**config.mk**
```make
export PLATFORM = sky130hd
export DESIGN_NAME = ring_buffer_memory_rom_rwm_flat
export DESIGN_NICKNAME = d
export VERILOG_FILES = /design/src/hdl/rbm_pkg.sv /design/src/hdl/rbm_in_if.sv /design/src/hdl/rbm_out_if.sv /design/src/hdl/rbm_ram.sv /design/src/hdl/ring_buffer_memory_rom_rwm.sv /design/src/flat_wrapper.sv
export SDC_FILE = /design/constraint.sdc
export NUM_CORES = 1
export LEC_CHECK = 0
export ABC_AREA = 1
export BUFFER_PORTS_ARGS = -buffer_cell sky130_fd_sc_hd__buf_2
export CAP_MARGIN = 20
export CORE_UTILIZATION = 61
export DETAILED_ROUTE_END_ITERATION = 16
export GPL_TIMING_DRIVEN = 0
export HOLD_SLACK_MARGIN = 0.15
export PLACE_DENSITY = 0.87
export SLEW_MARGIN = 15
export SYNTH_ARGS = -nofsm -noshare
export SYNTH_HDL_FRONTEND = slang
export SYNTH_SLANG_ARGS = --single-unit
```
**constraint.sdc**
```tcl
create_clock -name i_clk -period 3.85 [get_ports i_clk]
set_clock_uncertainty 0.2 [all_clocks]
set_input_delay 0.385 -clock i_clk [delete_from_list [all_inputs] [get_ports i_clk]]
set_output_delay 0.385 -clock i_clk [all_outputs]
set_load 0.01 [all_outputs]
```
**src/hdl/rbm_pkg.sv**
```systemverilog
// rbm_pkg: command codes, status codes and channel payload types of the ring buffer.
// No dependencies; compiled first.
package rbm_pkg;

    localparam int unsigned CMD_W    = 2;
    localparam int unsigned STATUS_W = 2;
    localparam int unsigned VALUE_W  = 32;
    localparam int unsigned PERIOD_W = 16;
    localparam int unsigned APB_AW   = 3;
    localparam int unsigned APB_DW   = 32;

    localparam logic [CMD_W-1:0] CMD_PRELOAD = 2'd0;
    localparam logic [CMD_W-1:0] CMD_TICK    = 2'd1;
    localparam logic [CMD_W-1:0] CMD_SOURCE  = 2'd2;
    localparam logic [CMD_W-1:0] CMD_READ    = 2'd3;

    localparam logic [STATUS_W-1:0] ST_DONE    = 2'd0;
    localparam logic [STATUS_W-1:0] ST_FULL    = 2'd1;
    localparam logic [STATUS_W-1:0] ST_EMPTY   = 2'd2;
    localparam logic [STATUS_W-1:0] ST_IGNORED = 2'd3;

    // register index, taken from paddr[2]
    localparam logic REG_ROM_MODE      = 1'b0;
    localparam logic REG_ACCESS_PERIOD = 1'b1;

    typedef struct packed {
        logic [CMD_W-1:0]   cmd;
        logic               in_flag;
        logic [VALUE_W-1:0] in_value;
    } t_in_item;

    typedef struct packed {
        logic                out_flag;
        logic [VALUE_W-1:0]  out_value;
        logic [STATUS_W-1:0] status;
    } t_out_item;

endpackage

```
**src/hdl/rbm_in_if.sv**
```systemverilog
// rbm_in_if: valid/ready channel carrying one command item.
// Depends on rbm_pkg.
interface rbm_in_if import rbm_pkg::*; ();
    logic     valid;
    logic     ready;
    t_in_item data;

    modport source  (output valid, output data, input ready);
    modport sink    (input valid, input data, output ready);
    modport monitor (input valid, input data, input ready);
endinterface

```
**src/hdl/rbm_out_if.sv**
```systemverilog
// rbm_out_if: valid/ready channel carrying one result item.
// Depends on rbm_pkg.
interface rbm_out_if import rbm_pkg::*; ();
    logic      valid;
    logic      ready;
    t_out_item data;

    modport source  (output valid, output data, input ready);
    modport sink    (input valid, input data, output ready);
    modport monitor (input valid, input data, input ready);
endinterface

```
**src/hdl/rbm_ram.sv**
```systemverilog
// rbm_ram: simple dual-port synchronous RAM, one write and one read port,
// registered read data. No dependencies.
module rbm_ram #(
    parameter int unsigned DEPTH = 16,
    parameter int unsigned WIDTH = 33
) (
    input  logic                     i_clk,
    input  logic                     i_we,
    input  logic [$clog2(DEPTH)-1:0] i_waddr,
    input  logic [WIDTH-1:0]         i_wdata,
    input  logic                     i_re,
    input  logic [$clog2(DEPTH)-1:0] i_raddr,
    output logic [WIDTH-1:0]         o_rdata
);

    logic [WIDTH-1:0] r_mem [DEPTH];
    logic [WIDTH-1:0] r_rdata;

    always_ff @(posedge i_clk) begin
        if (i_we) begin
            r_mem[i_waddr] <= i_wdata;
        end
        if (i_re) begin
            r_rdata <= r_mem[i_raddr];
        end
    end

    assign o_rdata = r_rdata;

endmodule

```
**src/hdl/ring_buffer_memory_rom_rwm.sv**
```systemverilog
// ring_buffer_memory_rom_rwm: top level of the flagged-word ring buffer.
// Depends on rbm_pkg, rbm_in_if, rbm_out_if and rbm_ram.
//
// Usage
//   i_cmd  : command transfers {cmd, in_flag, in_value}. cmd is preload push,
//            tick, source item or read.
//   o_res  : one result transfer {out_flag, out_value, status} per command.
//   APB    : rom_mode at 0x0, access_period at 0x4; write only while idle.
// Storage is a DEPTH-entry RAM holding {flag, data}; one slot stays empty, so
// at most DEPTH-1 entries are held. Head/tail pointers live in flops.
// Timing
//   preload, tick, source and empty read: result registered on the edge that
//   takes the command; the block is then ready for the next command.
//   non-empty read: the tail entry passes the RAM read register, then the
//   output register; no new command is taken while the read is in flight
//   (state S_READ). In ROM mode the popped entry is written back at the head
//   when it arrives from the RAM, as the result is registered.
// Stalls: the result sits in an output register. Outside a read, a new command
//   is taken while that register is empty or being drained in the same cycle.
// Reset (synchronous, active low): state, pointers, period counter, window and
//   the output valid flag clear; rom_mode -> 0, access_period -> 1. RAM contents
//   are not cleared.
module ring_buffer_memory_rom_rwm import rbm_pkg::*; #(
    parameter int unsigned DEPTH      = 16,
    parameter int unsigned DATA_WIDTH = 32
) (
    input  logic              i_clk,
    input  logic              i_rst_n,
    rbm_in_if.sink            i_cmd,
    rbm_out_if.source         o_res,
    input  logic              psel,
    input  logic              penable,
    input  logic              pwrite,
    input  logic [APB_AW-1:0] paddr,
    input  logic [APB_DW-1:0] pwdata,
    output logic [APB_DW-1:0] prdata,
    output logic              pready
);

    localparam int unsigned AW = $clog2(DEPTH);
    localparam int unsigned EW = DATA_WIDTH + 1;   // {flag, data}
    localparam logic [AW-1:0] LAST_SLOT = AW'(DEPTH - 1);

    localparam logic S_IDLE = 1'b0;
    localparam logic S_READ = 1'b1;   // RAM read of tail in flight

    function automatic logic [AW-1:0] next_slot(input logic [AW-1:0] p);
        next_slot = (p == LAST_SLOT) ? '0 : p + AW'(1);
    endfunction

    // control state
    logic                r_state, n_state;
    logic [AW-1:0]       r_head, n_head;
    logic [AW-1:0]       r_tail, n_tail;
    logic [PERIOD_W-1:0] r_tick, n_tick;
    logic                r_window, n_window;
    logic                r_rom;
    logic [PERIOD_W-1:0] r_period;
    logic                r_out_valid, n_out_valid;
    t_out_item           r_out, n_out;

    // RAM ports
    logic          w_we;
    logic [AW-1:0] w_waddr;
    logic [EW-1:0] w_wdata;
    logic          w_re;
    logic [EW-1:0] w_rdata;

    logic                w_out_free;
    logic                w_acc;
    logic                w_full;
    logic                w_empty;
    logic [PERIOD_W-1:0] w_period;
    logic [PERIOD_W:0]   w_tick_inc;
    logic                w_cfg_wr;

    rbm_ram #(
        .DEPTH (DEPTH),
        .WIDTH (EW)
    ) u_ram (
        .i_clk   (i_clk),
        .i_we    (w_we),
        .i_waddr (w_waddr),
        .i_wdata (w_wdata),
        .i_re    (w_re),
        .i_raddr (r_tail),
        .o_rdata (w_rdata)
    );

    // handshakes
    assign w_out_free  = !r_out_valid || o_res.ready;
    assign i_cmd.ready = (r_state == S_IDLE) && w_out_free;
    assign w_acc       = i_cmd.valid && i_cmd.ready;
    assign o_res.valid = r_out_valid;
    assign o_res.data  = r_out;

    assign w_full     = (next_slot(r_head) == r_tail);
    assign w_empty    = (r_head == r_tail);
    assign w_period   = (r_period == '0) ? PERIOD_W'(1) : r_period;
    assign w_tick_inc = {1'b0, r_tick} + (PERIOD_W+1)'(1);

    always_comb begin
        n_state     = r_state;
        n_head      = r_head;
        n_tail      = r_tail;
        n_tick      = r_tick;
        n_window    = r_window;
        n_out       = r_out;
        n_out_valid = r_out_valid && !o_res.ready;
        w_we        = 1'b0;
        w_waddr     = r_head;
        w_wdata     = {i_cmd.data.in_flag, DATA_WIDTH'(i_cmd.data.in_value)};
        w_re        = 1'b0;

        if (r_state == S_READ) begin
            // popped entry arrives from RAM
            n_out.out_flag  = w_rdata[DATA_WIDTH];
            n_out.out_value = VALUE_W'(w_rdata[DATA_WIDTH-1:0]);
            n_out.status    = ST_DONE;
            n_out_valid     = 1'b1;
            n_tail          = next_slot(r_tail);
            // ROM: recirculate; the pop just freed a slot, so this never overflows
            if (r_rom) begin
                w_we    = 1'b1;
                w_wdata = w_rdata;
                n_head  = next_slot(r_head);
            end
            n_state = S_IDLE;
        end else if (w_acc) begin
            n_out       = '0;
            n_out.status = ST_DONE;
            n_out_valid = 1'b1;
            unique case (i_cmd.data.cmd)
                CMD_PRELOAD: begin
                    if (w_full) begin
                        n_out.status = ST_FULL;
                    end else begin
                        w_we   = 1'b1;
                        n_head = next_slot(r_head);
                    end
                end
                CMD_TICK: begin
                    n_window = (r_tick == '0) && !r_rom;
                    n_tick   = (w_tick_inc >= {1'b0, w_period}) ? '0
                                                                 : w_tick_inc[PERIOD_W-1:0];
                end
                CMD_SOURCE: begin
                    priority if (!r_window) begin
                        n_out.status = ST_IGNORED;
                    end else if (!i_cmd.data.in_flag) begin
                        n_window = 1'b0;          // terminator closes the window
                    end else if (w_full) begin
                        n_window     = 1'b0;
                        n_out.status = ST_FULL;
                    end else begin
                        w_we   = 1'b1;
                        n_head = next_slot(r_head);
                    end
                end
                CMD_READ: begin
                    if (w_empty) begin
                        n_out.status = ST_EMPTY;
                    end else begin
                        w_re        = 1'b1;
                        n_out_valid = 1'b0;
                        n_state     = S_READ;
                    end
                end
                default: ;
            endcase
        end
    end

    always_ff @(posedge i_clk) begin
        if (!i_rst_n) begin
            r_state     <= S_IDLE;
            r_head      <= '0;
            r_tail      <= '0;
            r_tick      <= '0;
            r_window    <= 1'b0;
            r_out_valid <= 1'b0;
        end else begin
            r_state     <= n_state;
            r_head      <= n_head;
            r_tail      <= n_tail;
            r_tick      <= n_tick;
            r_window    <= n_window;
            r_out_valid <= n_out_valid;
        end
    end

    always_ff @(posedge i_clk) begin
        r_out <= n_out;
    end

    // configuration registers
    assign pready   = 1'b1;
    assign w_cfg_wr = psel && penable && pwrite && pready;

    always_ff @(posedge i_clk) begin
        if (!i_rst_n) begin
            r_rom    <= 1'b0;
            r_period <= PERIOD_W'(1);
        end else if (w_cfg_wr) begin
            if (paddr[2] == REG_ROM_MODE) begin
                r_rom <= pwdata[0];
            end else begin
                r_period <= pwdata[PERIOD_W-1:0];
            end
        end
    end

    always_comb begin
        if (paddr[2] == REG_ACCESS_PERIOD) begin
            prdata = APB_DW'(r_period);
        end else begin
            prdata = APB_DW'(r_rom);
        end
    end

endmodule

```
**src/flat_wrapper.sv**
```systemverilog
// flat-port wrapper written by rule: the top's interface ports become plain ports
module ring_buffer_memory_rom_rwm_flat import rbm_pkg::*;
#(
    parameter int unsigned DEPTH      = 16,
    parameter int unsigned DATA_WIDTH = 32
)
  (i_clk, i_rst_n, psel, penable, pwrite, paddr, pwdata, prdata, pready, i_cmd_valid, i_cmd_data, i_cmd_ready, o_res_valid, o_res_data, o_res_ready);
  rbm_in_if i_cmd_i ();
  rbm_out_if o_res_i ();
  input  logic i_clk;
  input  logic i_rst_n;
  input  logic psel;
  input  logic penable;
  input  logic pwrite;
  input  logic [APB_AW-1:0] paddr;
  input  logic [APB_DW-1:0] pwdata;
  output logic [APB_DW-1:0] prdata;
  output logic pready;
  input wire logic [$bits(i_cmd_i.valid)-1:0] i_cmd_valid;
  input wire logic [$bits(i_cmd_i.data)-1:0] i_cmd_data;
  output wire logic [$bits(i_cmd_i.ready)-1:0] i_cmd_ready;
  output wire logic [$bits(o_res_i.valid)-1:0] o_res_valid;
  output wire logic [$bits(o_res_i.data)-1:0] o_res_data;
  input wire logic [$bits(o_res_i.ready)-1:0] o_res_ready;
  assign i_cmd_i.valid = i_cmd_valid;
  assign i_cmd_i.data = i_cmd_data;
  assign i_cmd_ready = i_cmd_i.ready;
  assign o_res_valid = o_res_i.valid;
  assign o_res_data = o_res_i.data;
  assign o_res_i.ready = o_res_ready;
  ring_buffer_memory_rom_rwm #(.DEPTH(DEPTH), .DATA_WIDTH(DATA_WIDTH)) u_core (.i_clk(i_clk), .i_rst_n(i_rst_n), .i_cmd(i_cmd_i), .o_res(o_res_i), .psel(psel), .penable(penable), .pwrite(pwrite), .paddr(paddr), .pwdata(pwdata), .prdata(prdata), .pready(pready));
endmodule
```
==> impl_metrics.json <==
{
  "multiInputGateArea_um2": 6660,
  "async_reset_ff_frac": 0,
  "wl_per_cell_um": 25.3,
  "p_per_area_nw_per_um2": 466,
  "max_freq_ghz": 0.294,
  "crit_family": "simple AND/OR/NAND/NOR gates",
  "grtUsageTotal": 0.337,
  "yosysWarnings": 0,
  "antenna_found_initial": 0,
  "viasPerCell": 6.44,
  "outcome": "completed",
  "rsz0062_at_grt": "no",
  "max_cap_violations": 0,
  "setup_tns_ps": 0,
  "first_iter_violations": 3053,
  "ys_seq_area_frac": 0.711,
  "regArea_um2": 18800,
  "setup_viol_count_final": 0,
  "cts.path.max_buffers": 3,
  "place_hpwl_mm": 46.9,
  "slowest_stage": "nor2_4",
  "rows": 75,
  "fin_util": 0.732,
  "worst_pin_slew_ps": 942,
  "grt_max_degree": 23,
  "finalCritPeriodShare": 0.883,
  "grt_pass1_vias": 18900,
  "syn_area_um2": 26400,
  "clkLatencyLatePin_ps": 660,
  "synth-main-ff-cell": "edfxtp_1",
  "synth-edff-count": 594,
  "final-hold-violation-count": 0,
  "crit_top_cell": "nand2_2",
  "ioPinCount": 147,
  "layout_common_cells": "594 x edfxtp_1, 307 x nor2_1, 194 x nand2_1, 160 x o21ai_0, 147 x buf_2",
  "cts_tree": "yes",
  "place_area_um2": 28400,
  "worst_ep_required_time_ps": 4000,
  "die_h_um": 210,
  "crit_path_end_kind": "flop",
  "area_delta_synth_final_pct": 17.3,
  "cp_cell_sequence": "inv_1, ha_1, xnor2_1, nand3_1, nor2_1, nand2_2, o211ai_1, nand2_2, nand2_1, nor2_4, buf_16",
  "htree_levels": 2,
  "layout_commonest_cell": "edfxtp_1",
  "dr_wl_met2_mm": 36.2,
  "io_buffers": 109,
  "fin_nets": 2413,
  "syn_inst": 2038,
  "synth-seq-cells": 640,
  "worst_ep_arrival_time_ps": 3540,
  "fillers": 2458,
  "met1_length_mm": 25.7,
  "finalInstanceArea_um2": 31000,
  "numCtsBuffers": 61,
  "cts_sinks": 640,
  "core_area_um2": 42300,
  "leakage_nw": 10.9,
  "overflow": 0,
  "layout-drive-gt1-share": 0.158,
  "top_layer": "met4",
  "die_w_um": 210,
  "drc": 0,
  "cp_num_buf_inv": 2,
  "placed_cells": 2762,
  "drt_wl_total_mm": 74.1,
  "min_path_type": "reg2reg",
  "antennaDiodeCount": 0,
  "synth.distinct_cells": 43,
  "grt_pass1_wl_mm": 110,
  "drtPass1Iterations": 8,
  "relSlewSlack": 0.371,
  "startpoint_type": "flop",
  "cts_root_buffer": "clkbuf_16",
  "cpPeakStageDelay_ps": 810,
  "start_util": 0.624,
  "dieArea_um2": 44100,
  "clk_pin_slew_ps": 60,
  "crit_fanout": 20,
  "gp_congestion": 0.879,
  "slew_viol_final": 0,
  "path_class": "reg2reg",
  "period_needed_ps": 3400,
  "syn_avg_cell_area_um2": 13.0,
  "ir_drop_uv": 418,
  "postRouteAntennaNets": 0,
  "via_count": 18900,
  "instances_no_fill": 2935,
  "wl_met3_mm": 9.00
}
==> metrics by stage <==
stage                     power [W]  setup slack [ps]  hold WS (ps)
after floorplan             0.00825               384           262
after global placement      0.00847             -1200           242
after detailed placement    0.00852               479           259
after CTS                    0.0144               496           267
after global routing         0.0147               233           293
final                        0.0144               452           258
==> cells in the mapped netlist (2+ instances only) <==
| cell type | count | area share |
|---|---|---|
| a21oi_1 | 46 | 0.0087 |
| a31oi_1 | 2 | 0.00047 |
| and3_1 | 2 | 0.00047 |
| buf_1 | 4 | 0.00057 |
| buf_2 | 38 | 0.0072 |
| buf_4 | 26 | 0.0074 |
| buf_6 | 9 | 0.0038 |
| clkbuf_1 | 62 | 0.0088 |
| clkinv_1 | 2 | 0.00028 |
| conb_1 | 2 | 0.00028 |
| dfxtp_1 | 46 | 0.035 |
| edfxtp_1 | 594 | 0.68 |
| ha_1 | 28 | 0.013 |
| inv_1 | 102 | 0.015 |
| inv_2 | 9 | 0.0013 |
| mux2_2 | 33 | 0.014 |
| mux2i_1 | 56 | 0.021 |
| nand2_1 | 194 | 0.028 |
| nand2_2 | 6 | 0.0014 |
| nand3_1 | 88 | 0.017 |
| nand4_1 | 6 | 0.0014 |
| nor2_1 | 321 | 0.046 |
| nor2_2 | 2 | 0.00047 |
| nor3_1 | 10 | 0.0019 |
| nor3_2 | 4 | 0.0015 |
| nor4_1 | 5 | 0.0012 |
| o211ai_1 | 11 | 0.0031 |
| o21ai_0 | 160 | 0.030 |
| o21ai_1 | 10 | 0.0019 |
| o221ai_1 | 56 | 0.019 |
| o32ai_1 | 76 | 0.025 |
| xnor2_1 | 6 | 0.0020 |
| xor2_1 | 12 | 0.0040 |
==> per-layer routing <==
| layer | vias up | global-route usage |
|---|---|---|
| met3 | 331 | 0.0755 |
| li1 | 7970 | - |
| met1 | 8992 | 0.419 |
| met2 | 1617 | 0.563 |
| met4 | 0 | 0.161 |
| met5 | - | 0 |
==> cell type report <==
cell class / count / share of cell area
buffer: 139 / 0.0237
clock buffer: 74 / 0.0516
clock inverter: 39 / 0.0122
inverter: 113 / 0.0137
multi-input combinational: 1161 / 0.215
sequential: 640 / 0.606
tap: 577 / 0.0233
timing repair buffer: 192 / 0.0548
==> kinds of logic (layout without fill, tap and decap cells) <==
kind of cell               after synthesis  in the layout  synth area share
AOI/OAI and AO/OA                      366            366            0.0902
DFF                                    640            640             0.711
buffers and inverters                  252            557            0.0439
xor gates and xnor gates                19             19           0.00659
other                                    2             17          0.000284
adders and majority gates               28             28            0.0133
muxes                                   89             89            0.0353
and+or+nand+nor                        642            642            0.0998
==> worst register-to-register path, delay by kind of cell (launching register included) <==
kind / cells / cell delay (ps)
AND/OR/NAND/NOR: 6 / 1450
flip-flops: 1 / 450
buffers and inverters: 2 / 410
adder cells (fa/ha/maj): 1 / 370
XOR/XNOR: 1 / 140
AO/OA/AOI/OAI: 1 / 110
==> where the power goes <==
part	internal [W]	switching (W)	leakage [nW]
Clock	0.00331	0.00267	0.957
Sequential	0.00767	0.0000418	5.76
Combinational	0.000256	0.000476	4.23
==> timing repair <==
item,in CTS,in global routing
endpoints found under the setup margin,0,0
hold buffers,60,0
resized for setup,0,0
setup buffers,0,0
hold endpoints to repair,534,0
==> flip-flops by register name, summed over array words and instances (netlist names), 4 cells and up <==
register and cells:
u_core.o_res.data 35, u_core.r_head 4, u_core.r_period 16, u_core.r_tail 4
u_core.r_tick 16, u_core.u_ram.o_rdata 33, u_core.u_ram.r_mem 528
==> path summary, 6_finish.rpt <==
check | startpoint | end | slack (ps) | cells after the start
setup / recovery | u_core.r_head[0] | u_core.u_ram.r_mem[4][17] | 450 | 11
hold reg to reg | u_core.o_res.data[1] | u_core.o_res.data[1] | 260 | 2
setup reg to reg | u_core.r_head[0] | u_core.u_ram.r_mem[4][17] | 450 | 11
hold / removal | u_core.o_res.data[1] | u_core.o_res.data[1] | 260 | 2
(Power assumes the default switching activity.)
